$ cat src/sv/alt_pkg.sv
`timescale 1ns / 1ps
// ----------------------------------------------------------------------------
// alt_pkg: shared types and constants of the array list table
// Capacity, field widths, operation codes and the structs that run
// between the top level and the row of list cells.
// ----------------------------------------------------------------------------
package alt_pkg;

  // list capacity and derived widths
  localparam int CAPACITY = 16;
  localparam int IDX_W    = (CAPACITY > 1) ? $clog2(CAPACITY) : 1;
  localparam int CNT_W    = $clog2(CAPACITY + 1);

  // fixed field widths of the channels
  localparam int OP_W    = 2;
  localparam int VAL_W   = 32;
  localparam int POS_W   = 4;
  localparam int COUNT_W = 5;

  // operation codes
  localparam logic [OP_W-1:0] OP_APPEND = 2'd0;
  localparam logic [OP_W-1:0] OP_DELETE = 2'd1;
  localparam logic [OP_W-1:0] OP_SEARCH = 2'd2;
  localparam logic [OP_W-1:0] OP_CLEAR  = 2'd3;

  typedef logic [OP_W-1:0]         op_t;
  typedef logic signed [VAL_W-1:0] val_t;

  // broadcast from the top level to every cell
  typedef struct packed {
    logic             en;
    op_t              op;
    val_t             key;
    logic [CNT_W-1:0] cnt;
  } cell_ctl_t;

  // match chain handed from one cell to the next
  typedef struct packed {
    logic             hit;
    logic [IDX_W-1:0] pos;
  } cell_link_t;

  // one result beat
  typedef struct packed {
    logic               ok;
    logic               found;
    logic [POS_W-1:0]   position;
    logic [COUNT_W-1:0] count;
    logic               is_empty;
    logic               is_full;
  } alt_res_t;

endpackage

$ cat src/sv/alt_if.sv
`timescale 1ns / 1ps
// ----------------------------------------------------------------------------
// alt_if: channel interfaces of the array list table
// Input channel carries an operation and a value, the result channel
// carries the status of one operation; both use valid/ready.
// ----------------------------------------------------------------------------
interface alt_in_if;
  logic                    valid;
  logic                    ready;
  logic [1:0]              op;
  logic signed [31:0]      value;

  modport source (output valid, output op, output value, input ready);
  modport sink   (input valid, input op, input value, output ready);
endinterface

interface alt_out_if;
  logic       valid;
  logic       ready;
  logic       ok;
  logic       found;
  logic [3:0] position;
  logic [4:0] count;
  logic       is_empty;
  logic       is_full;

  modport source (output valid, output ok, output found, output position,
                  output count, output is_empty, output is_full, input ready);
  modport sink   (input valid, input ok, input found, input position,
                  input count, input is_empty, input is_full, output ready);
endinterface

$ cat src/sv/alt_cell.sv
`timescale 1ns / 1ps
// ----------------------------------------------------------------------------
// alt_cell: one slot of the packed list
// Holds one entry, compares it against the key, extends the first-match
// chain and takes the right neighbor's entry on a delete at or past the
// first match.
// ----------------------------------------------------------------------------
module alt_cell (
  input  logic                       clk,
  input  alt_pkg::cell_ctl_t         ctl,
  input  logic [alt_pkg::IDX_W-1:0]  idx,
  input  alt_pkg::cell_link_t        link_in,
  output alt_pkg::cell_link_t        link_out,
  input  alt_pkg::val_t              nbr_data,
  output alt_pkg::val_t              data_out
);
  import alt_pkg::*;

  val_t data_r;
  val_t data_nxt;
  logic occ;
  logic full;
  logic match;

  // slot is live when it lies below the count
  assign occ   = CNT_W'(idx) < ctl.cnt;
  assign full  = ctl.cnt == CNT_W'(CAPACITY);
  assign match = occ && (data_r == ctl.key);

  // first-match chain
  always_comb begin
    link_out.hit = link_in.hit | match;
    link_out.pos = (!link_in.hit && match) ? idx : link_in.pos;
  end

  // entry update
  always_comb begin
    data_nxt = data_r;
    case (ctl.op)
      OP_APPEND: begin
        if (!full && (CNT_W'(idx) == ctl.cnt)) data_nxt = ctl.key;
      end
      OP_DELETE: begin
        if (link_out.hit) data_nxt = nbr_data;
      end
      default: data_nxt = data_r;
    endcase
  end

  always_ff @(posedge clk) begin
    if (ctl.en) data_r <= data_nxt;
  end

  assign data_out = data_r;

endmodule

$ cat src/sv/array_list_table.sv
`timescale 1ns / 1ps
// ----------------------------------------------------------------------------
// array_list_table: fixed-capacity packed list of signed 32-bit values
// Append, delete-first-match, search and clear over a row of list cells.
// ----------------------------------------------------------------------------
// Usage:
//   in_beat carries op (append, delete, search, clear) and a value;
//   out_beat returns one result beat per input beat: ok, found, position,
//   count, is_empty and is_full as they stand after the operation.
//   Every cell compares its entry against the value in the same cycle and
//   a hit/index chain through the row marks the first match; on a delete
//   the cells at and past that match take their right neighbor's entry.
//   An operation finishes in the cycle it is accepted: the result beat is
//   valid on the next cycle, and one beat per cycle is sustained while the
//   receiver takes every beat. The first-match chain through all cells sets
//   the critical path. The result sits in an output register; a new beat
//   is taken while it is being read. When the receiver stalls the result
//   holds and in_ready drops until the result beat is taken.
//   Reset (rst_n low, synchronous) empties the list and drops out_valid;
//   the cell contents are not cleared, only the count.
// ----------------------------------------------------------------------------
module array_list_table (
  input  logic       clk,
  input  logic       rst_n,
  alt_in_if.sink     in_beat,
  alt_out_if.source  out_beat
);
  import alt_pkg::*;

  cell_ctl_t        ctl;
  cell_link_t       link [CAPACITY+1];
  val_t             data [CAPACITY];
  logic [CNT_W-1:0] cnt_r;
  logic [CNT_W-1:0] cnt_nxt;
  logic             out_valid_r;
  alt_res_t         res_r;
  alt_res_t         res_nxt;
  logic             accept;
  logic             full;

  // handshake: new beat whenever the output register is free or drained
  assign in_beat.ready = !out_valid_r || out_beat.ready;
  assign accept        = in_beat.valid && in_beat.ready;
  assign full          = cnt_r == CNT_W'(CAPACITY);

  // broadcast to the cells
  always_comb begin
    ctl.en  = accept;
    ctl.op  = in_beat.op;
    ctl.key = in_beat.value;
    ctl.cnt = cnt_r;
  end

  assign link[0] = '0;

  // row of cells
  for (genvar i = 0; i < CAPACITY; i++) begin : g_cell
    alt_cell u_cell (
      .clk      (clk),
      .ctl      (ctl),
      .idx      (IDX_W'(i)),
      .link_in  (link[i]),
      .link_out (link[i+1]),
      .nbr_data ((i == CAPACITY - 1) ? data[i] : data[(i + 1) % CAPACITY]),
      .data_out (data[i])
    );
  end

  // count update and result
  always_comb begin
    cnt_nxt          = cnt_r;
    res_nxt          = '0;
    case (in_beat.op)
      OP_APPEND: begin
        if (!full) begin
          cnt_nxt    = cnt_r + CNT_W'(1);
          res_nxt.ok = 1'b1;
        end
      end
      OP_DELETE: begin
        if (link[CAPACITY].hit) begin
          cnt_nxt          = cnt_r - CNT_W'(1);
          res_nxt.ok       = 1'b1;
          res_nxt.found    = 1'b1;
          res_nxt.position = POS_W'(link[CAPACITY].pos);
        end
      end
      OP_SEARCH: begin
        if (link[CAPACITY].hit) begin
          res_nxt.ok       = 1'b1;
          res_nxt.found    = 1'b1;
          res_nxt.position = POS_W'(link[CAPACITY].pos);
        end
      end
      default: begin
        cnt_nxt    = '0;
        res_nxt.ok = 1'b1;
      end
    endcase
    res_nxt.count    = COUNT_W'(cnt_nxt);
    res_nxt.is_empty = cnt_nxt == '0;
    res_nxt.is_full  = cnt_nxt == CNT_W'(CAPACITY);
  end

  // control registers
  always_ff @(posedge clk) begin
    if (!rst_n) begin
      cnt_r       <= '0;
      out_valid_r <= 1'b0;
    end else begin
      if (accept) cnt_r <= cnt_nxt;
      if (accept) out_valid_r <= 1'b1;
      else if (out_beat.ready) out_valid_r <= 1'b0;
    end
  end

  // result payload
  always_ff @(posedge clk) begin
    if (accept) res_r <= res_nxt;
  end

  assign out_beat.valid    = out_valid_r;
  assign out_beat.ok       = res_r.ok;
  assign out_beat.found    = res_r.found;
  assign out_beat.position = res_r.position;
  assign out_beat.count    = res_r.count;
  assign out_beat.is_empty = res_r.is_empty;
  assign out_beat.is_full  = res_r.is_full;

endmodule

$ cat src/flat_wrapper.sv
// flat-port wrapper written by rule: the top's interface ports become plain ports
module array_list_table_flat import alt_pkg::*;
  (clk, rst_n, in_beat_valid, in_beat_op, in_beat_value, in_beat_ready, out_beat_valid, out_beat_ok, out_beat_found, out_beat_position, out_beat_count, out_beat_is_empty, out_beat_is_full, out_beat_ready);
  alt_in_if in_beat_i ();
  alt_out_if out_beat_i ();
  input  logic clk;
  input  logic rst_n;
  input wire logic [$bits(in_beat_i.valid)-1:0] in_beat_valid;
  input wire logic [$bits(in_beat_i.op)-1:0] in_beat_op;
  input wire logic [$bits(in_beat_i.value)-1:0] in_beat_value;
  output wire logic [$bits(in_beat_i.ready)-1:0] in_beat_ready;
  output wire logic [$bits(out_beat_i.valid)-1:0] out_beat_valid;
  output wire logic [$bits(out_beat_i.ok)-1:0] out_beat_ok;
  output wire logic [$bits(out_beat_i.found)-1:0] out_beat_found;
  output wire logic [$bits(out_beat_i.position)-1:0] out_beat_position;
  output wire logic [$bits(out_beat_i.count)-1:0] out_beat_count;
  output wire logic [$bits(out_beat_i.is_empty)-1:0] out_beat_is_empty;
  output wire logic [$bits(out_beat_i.is_full)-1:0] out_beat_is_full;
  input wire logic [$bits(out_beat_i.ready)-1:0] out_beat_ready;
  assign in_beat_i.valid = in_beat_valid;
  assign in_beat_i.op = in_beat_op;
  assign in_beat_i.value = in_beat_value;
  assign in_beat_ready = in_beat_i.ready;
  assign out_beat_valid = out_beat_i.valid;
  assign out_beat_ok = out_beat_i.ok;
  assign out_beat_found = out_beat_i.found;
  assign out_beat_position = out_beat_i.position;
  assign out_beat_count = out_beat_i.count;
  assign out_beat_is_empty = out_beat_i.is_empty;
  assign out_beat_is_full = out_beat_i.is_full;
  assign out_beat_i.ready = out_beat_ready;
  array_list_table u_core (.clk(clk), .rst_n(rst_n), .in_beat(in_beat_i), .out_beat(out_beat_i));
endmodule
$ cat config.mk
export PLATFORM = sky130hd
export DESIGN_NAME = array_list_table_flat
export DESIGN_NICKNAME = d
export VERILOG_FILES = /design/src/sv/alt_pkg.sv /design/src/sv/alt_if.sv /design/src/sv/alt_cell.sv /design/src/sv/array_list_table.sv /design/src/flat_wrapper.sv
export SDC_FILE = /design/constraint.sdc
export NUM_CORES = 1
export LEC_CHECK = 0
export BUFFER_PORTS_ARGS = -buffer_cell sky130_fd_sc_hd__buf_2
export CORE_ASPECT_RATIO = 1.4
export CORE_MARGIN = 2
export CORE_UTILIZATION = 50
export DETAILED_ROUTE_END_ITERATION = 8
export PLACE_DENSITY = 0.64
export REMOVE_ABC_BUFFERS = 1
export SYNTH_ARGS = -nofsm -noshare
export SYNTH_HDL_FRONTEND = slang
export SYNTH_SLANG_ARGS = --single-unit
$ cat constraint.sdc
create_clock -name clk -period 8.13 [get_ports clk]
set_input_delay 1.626 -clock clk [delete_from_list [all_inputs] [get_ports clk]]
set_output_delay 1.626 -clock clk [all_outputs]
set_load 0.05 [all_outputs]
* Word-level counts from Yosys, hierarchy flattened *
Cells that the tools add are included.
Widths: inputs -> output; s select.

word-level totals
  bits in registers = 531
  bits in latches = 0
  memory bits (writable) = 0
  memory bits (read-only) = 0
  bits of input ports = 38
  output and inout bits = 15
  logic and storage cells = 279
  memories = 0

cells by class
  add/sub/neg operators = 2
  $mul = 0
  div/mod/pow operators = 0
  $lt $le $gt $ge = 16
  equal/unequal tests = 65
  shift-type cells = 0
  mux-type cells = 68
  bitwise gates (word level) = 15
  reductions and logical operators = 89

operators by type and width
  kind                 number
  $mux 32              30
  $pmux 32 s2          15
  $eq 32x32->1         16
  $ne 2x2->1 const B   30
  $reduce_and 4->1     15
  $mux 4               14
  $logic_and 1x1->1    48
  $eq 4x5->1 const A   8
  $lt 4x5->1 const A   8
  $eq 3x5->1 const A   4
  $lt 3x5->1 const A   4
  $logic_not 1->1      17
  $or 1x1->1           15
  $pmux 5 s3           1
  $eq 2x5->1 const A   2
  $eq 5x5->1 const B   2
  $logic_not 5->1      2
  $lt 1x5->1 const A   2
  $lt 2x5->1 const A   2
  $mux 5               2
  $mux 6               1
  $add 5x1->5 const B  1
  $eq 1x5->1 const A   1
  $sub 5x1->5 const B  1
  10 further kinds     14

* Longest topological paths before layout *
  depth in word-level cells = 21
  depth in mapped cells = 11
  gate-level depth less buffers = 10

* By module *
From an unflattened synthesis, not the netlist that was laid out.

second synthesis, totals
  cell total of the unflattened synthesis = 2317
  area, all modules = 31676.6 um2

by module, submodules not included
  module                                    times used  cells each  area an instance (um2)  seq. area each (um2)
  alt_cell at u_core.g_cell[13].u_cell ...  12          139         1919.3                  960.9
  alt_cell at u_core.g_cell[0].u_cell ...   4           136         1885.6                  960.9
  array_list_table                          1           105         1102.3                  510.5

* Least setup slack after synthesis *
Ideal clock, no wire load.

  path type = input port to flip-flop
  start point = input port in_beat_value[20]
  end point = register u_core.g_cell[12].u_cell.data_r[0], enable pin
  library setup time = 0.474 ns
  arrival = 6.330 ns
  required time = 7.656 ns
  path slack = 1.326 ns
  stages on the path = 10
  buffers on the path = 1
  cell sequence = buf_6 > xor2_1 > or4_1 > or4_1 > or3_4 > nand4_4 > nor4b_1 > and2_1 > nor2b_1 > a221oi_1

between the ends
  word-level cells in the longest chain between the ends = 16
  elaborated cells on any way between the ends = 40
  classes of those cells = eq/ne (14); bitwise (12); reduce/logical (14)

RTL lines
  item                          line                source
  start: declaration            flat_wrapper.sv:10  input wire logic [$bits(in_beat_i.value)-1:0] in_beat_value;
  $eq 32x32->1                  alt_cell.sv:28      assign match = occ && (data_r == ctl.key);
  $logic_and 1x1->1             alt_cell.sv:28
  $or 1x1->1 (11 in a row)      alt_cell.sv:32      link_out.hit = link_in.hit | match;
  $or 1x1->1 *                  alt_cell.sv:32
  $ne 2x2->1 (no line) *        n/a
  $reduce_and 4->1 (no line) *  n/a
  end signal: assignment        alt_cell.sv:51      if (ctl.en) data_r <= data_nxt;
  end: declaration              alt_cell.sv:19      val_t data_r;

Mark *: on every way between the ends. The rest lies on a longest branch, timed or not.
A chain may end at the register's enable or synchronous reset.

* Worst setup path after layout *
  start point = input port in_beat_value[13]
  end point = register u_core.g_cell[12].u_cell.data_r[6], enable pin

Same word-level chain as after synthesis.

==> metrics.md <==
| Metric | Value |
|---|---|
| Htree depth | 2 |
| Post-synth EDFFs | 525 |
| Dpl cells | 3468 |
| Hold path depth | 2 |
| Hold WS | 0.554 ns |
| Final Hold Vio Count | 0 |
| Post-Syn Area | 29000 um2 |
| Main synth FF type | edfxtp_1 |
| CTS sink count | 531 |
| Clk_lat worst skew | 0.63 ns |
| Slew @ Worst Pin | 1.18 ns |
| Commonest non-fill, non-tap cell in the layout | nand2_1 |
| Synth unique cells | 78 |
| Post-detailed-routing wire length | 112000 um |
| Root buf cell | clkbuf_16 |
| Synth warn | 0 |
| CORE AREA | 57400 um2 |
| GRT overflow | 0 |
| Slew margin rel. | 0.205 |
| Crit path DAT | 5.88 ns |
| Rows | 104 |
| Die H | 289 um |
| Die ar. | 60000 um2 |
| Hold Crit Class | reg -> reg |
| DRT Pass-1 Iters | 5 |
| Cell Pwr Density | 213 nW/um2 |
| Reg2Reg Launch Point | u_core.cnt_r[1]$_SDFFE_PN0P_ |
| Fin worst setup slack | 2.57 ns |
| Finished Layout Cells | 3569 |
| Crit start category | input port |
| Routed via count | 21500 |
| Status | complete, no violations |
| Vias in the first global route | 21600 |
| Antenna Cells | 0 |
| MaxCap Viol Count | 0 |
| Post-CTS sizing | 0 |
| Slew Viols, Final | 0 |
| Worst VDD drop | 0.174 mV |
| Min Tclk post-route | 5.56 ns |
| Maximum clock path buffer count | 3 |
| Max Clk Rate | 180 MHz |
| Mapped Cells | 2804 |
| TritonCTS buffer count | 54 |
| Final Power | 6.70 mW |
| Ports | 53 |
| Final setup fails | 0 |
| Reg2Reg Depth | 11 |
| Part of the cycle the worst path needs | 0.683 |
| Post-Route Skew | 0.0250 ns |
| LEAKAGE | 11.6 nW |
| Post-CTS setup buffers | 0 |
| Async SR Flop Fraction | 0 |
| Critical path type | in -> reg |
| FF-to-FF End | u_core.g_cell[12].u_cell.data_out[6]$_DFFE_PP_ |
| Starting Density | 0.505 |
| Post-placement setup slack | 2.04 ns |
| Syn_area_per_cell | 10.3 um2 |
| Hold EP | u_core.out_beat.valid$_SDFFE_PN0P_ |
| Global placer's final weighted congestion | 0.999 |
| RSZ-0062 raised after global routing | false |
| CP Max Fanout | 32 |
| Worst Path Required | 8.45 ns |
| Total track usage | 0.370 |
| Worst R2R Setup Slack | 3.61 ns |
| Sequential element share of the synthesized area | 0.548 |
| Clk pin slew, worst setup/hold paths | 0.06 ns |
| DR iter-0 viols | 2115 |
| Cts hold-fix bufs | 0 |
| First-pass GRT wire length | 155000 um |
| Area Growth Syn to Fin | 8.69% |
| Chip width | 208 um |
| Buffers on Ports | 52 |
| Most frequent cells in the layout | nand2_1 (1021), edfxtp_1 (525), xor2_1 (301), xnor2_1 (211), nor4_1 (135) |
| DR vias/cell | 6.02 |
| Critical Path Sink Type | flip-flop |
| Hpwl dp | 85100 um |
| Final Net Count | 2829 |
| Drc violations | 0 |
| Layout cells sized above 1 | 0.0746 |
| Routed Antenna Nets | 0 |
| CTS tree | yes |
| Average wire per cell in the routed design | 31.3 um |
| Initial antenna violation count | 0 |
| Flop and latch count out of synthesis | 531 |
| Largest net degree at the start of global routing | 168 |
| Worst hold path startpoint | u_core.out_beat.valid$_SDFFE_PN0P_ |
stage by stage:
stage	util	cell area, um2	TNS [ns]
after floorplan	-	28000	-5482.68
after global placement	0.518	29700	0
after detailed placement	0.518	29700	0
after CTS	0.549	31500	0
after global routing	0.549	31500	0
final	0.549	31500	0
kinds of logic after synthesis:
group,after synthesis,share of synthesized area
compound gates,72,0.0189
buf+inv,180,0.0371
xor+xnor,513,0.155
fa+ha+maj,9,0.00388
simple gates,1495,0.236
mux,4,0.00155
flops,531,0.548
state kept, by name, indices dropped and copies added, names as in the netlist:
register / count
u_core.out_beat.found: 1
u_core.cnt_r: 5
u_core.out_beat.position: 4
u_core.out_beat.is_full: 1
u_core.out_beat.valid: 1
u_core.out_beat.count: 5
u_core.out_beat.ok: 1
u_core.g_cell.u_cell.data_out: 512
u_core.out_beat.is_empty: 1
cell usage after synthesis (3+ instances only):
master,number,area share
nand3_1,36,0.0062
nor4_1,135,0.029
buf_4,30,0.0078
clkbuf_1,97,0.013
or4b_1,3,0.0010
buf_6,31,0.012
and3_1,12,0.0026
a221oi_1,9,0.0027
or3_1,3,0.00065
ha_1,9,0.0039
mux2i_1,3,0.0010
nor3_1,19,0.0033
nand4_1,106,0.023
and2_1,4,0.00086
inv_1,14,0.0018
buf_8,3,0.0016
or4_1,21,0.0054
nor2b_1,10,0.0022
a21oi_1,11,0.0019
o21ai_0,10,0.0017
a211oi_1,10,0.0026
xnor2_1,211,0.064
edfxtp_1,525,0.54
nor3b_1,3,0.00078
or4b_2,3,0.0010
xor2_1,301,0.091
nor2_1,37,0.0048
buf_2,3,0.00052
nand4b_1,9,0.0027
dfxtp_1,6,0.0041
nor4b_1,6,0.0018
nand2b_1,45,0.0097
nand2_1,1021,0.13
worst max path at each step:
stage | end | start | cells past startpoint | slack (ns)
floorplan | u_core.g_cell[0].u_cell.data_out[0]$_DFFE_PP_ | in_beat_op[1] | 3 | -8.79
global placement | u_core.g_cell[12].u_cell.data_out[31]$_DFFE_PP_ | in_beat_value[14] | 11 | 2.12
detailed placement | u_core.g_cell[12].u_cell.data_out[13]$_DFFE_PP_ | in_beat_value[14] | 11 | 2.04
CTS | u_core.g_cell[12].u_cell.data_out[9]$_DFFE_PP_ | in_beat_value[14] | 11 | 2.68
global route | u_core.g_cell[12].u_cell.data_out[6]$_DFFE_PP_ | in_beat_value[6] | 11 | 2.54
finish | u_core.g_cell[12].u_cell.data_out[6]$_DFFE_PP_ | in_beat_value[13] | 11 | 2.57
cell type report:
class | count | area (um2)
well taps | 742 | 928
repair buffers | 88 | 543
clock buffers | 68 | 1470
inverters | 14 | 52.6
clock inverters | 33 | 357
multi-input cells | 2093 | 12300
flip-flops and latches | 531 | 15900
fillers | 5004 | 25900
metal layers:
metal / GRT usage / part of all wire / vias up
met5: 0 / 0 / -
met4: 0.410 / 0.13 / 0
met3: 0.0511 / 0.048 / 374
met2: 0.671 / 0.52 / 951
met1: 0.341 / 0.30 / 10600
li1: - / - / 9616
power by group:
part           internal, mW  total [mW]  switching (mW)
Clock                  1.50        2.61            1.11
Combinational         0.215       0.884           0.669
Sequential             3.15        3.21          0.0649
Total                  4.86        6.70            1.84
worst max-delay path, stage by stage:
cell	delay [ns]
buf_2	0.46
xor2_1	0.86
nor4_1	0.17
nand4_1	0.17
or3_1	0.23
and4b_1	0.42
nor4b_1	0.62
and2_1	0.37
nor2b_1	0.46
a221oi_4	0.13
buf_4	0.30
Power figures use the tool's default switching activity.
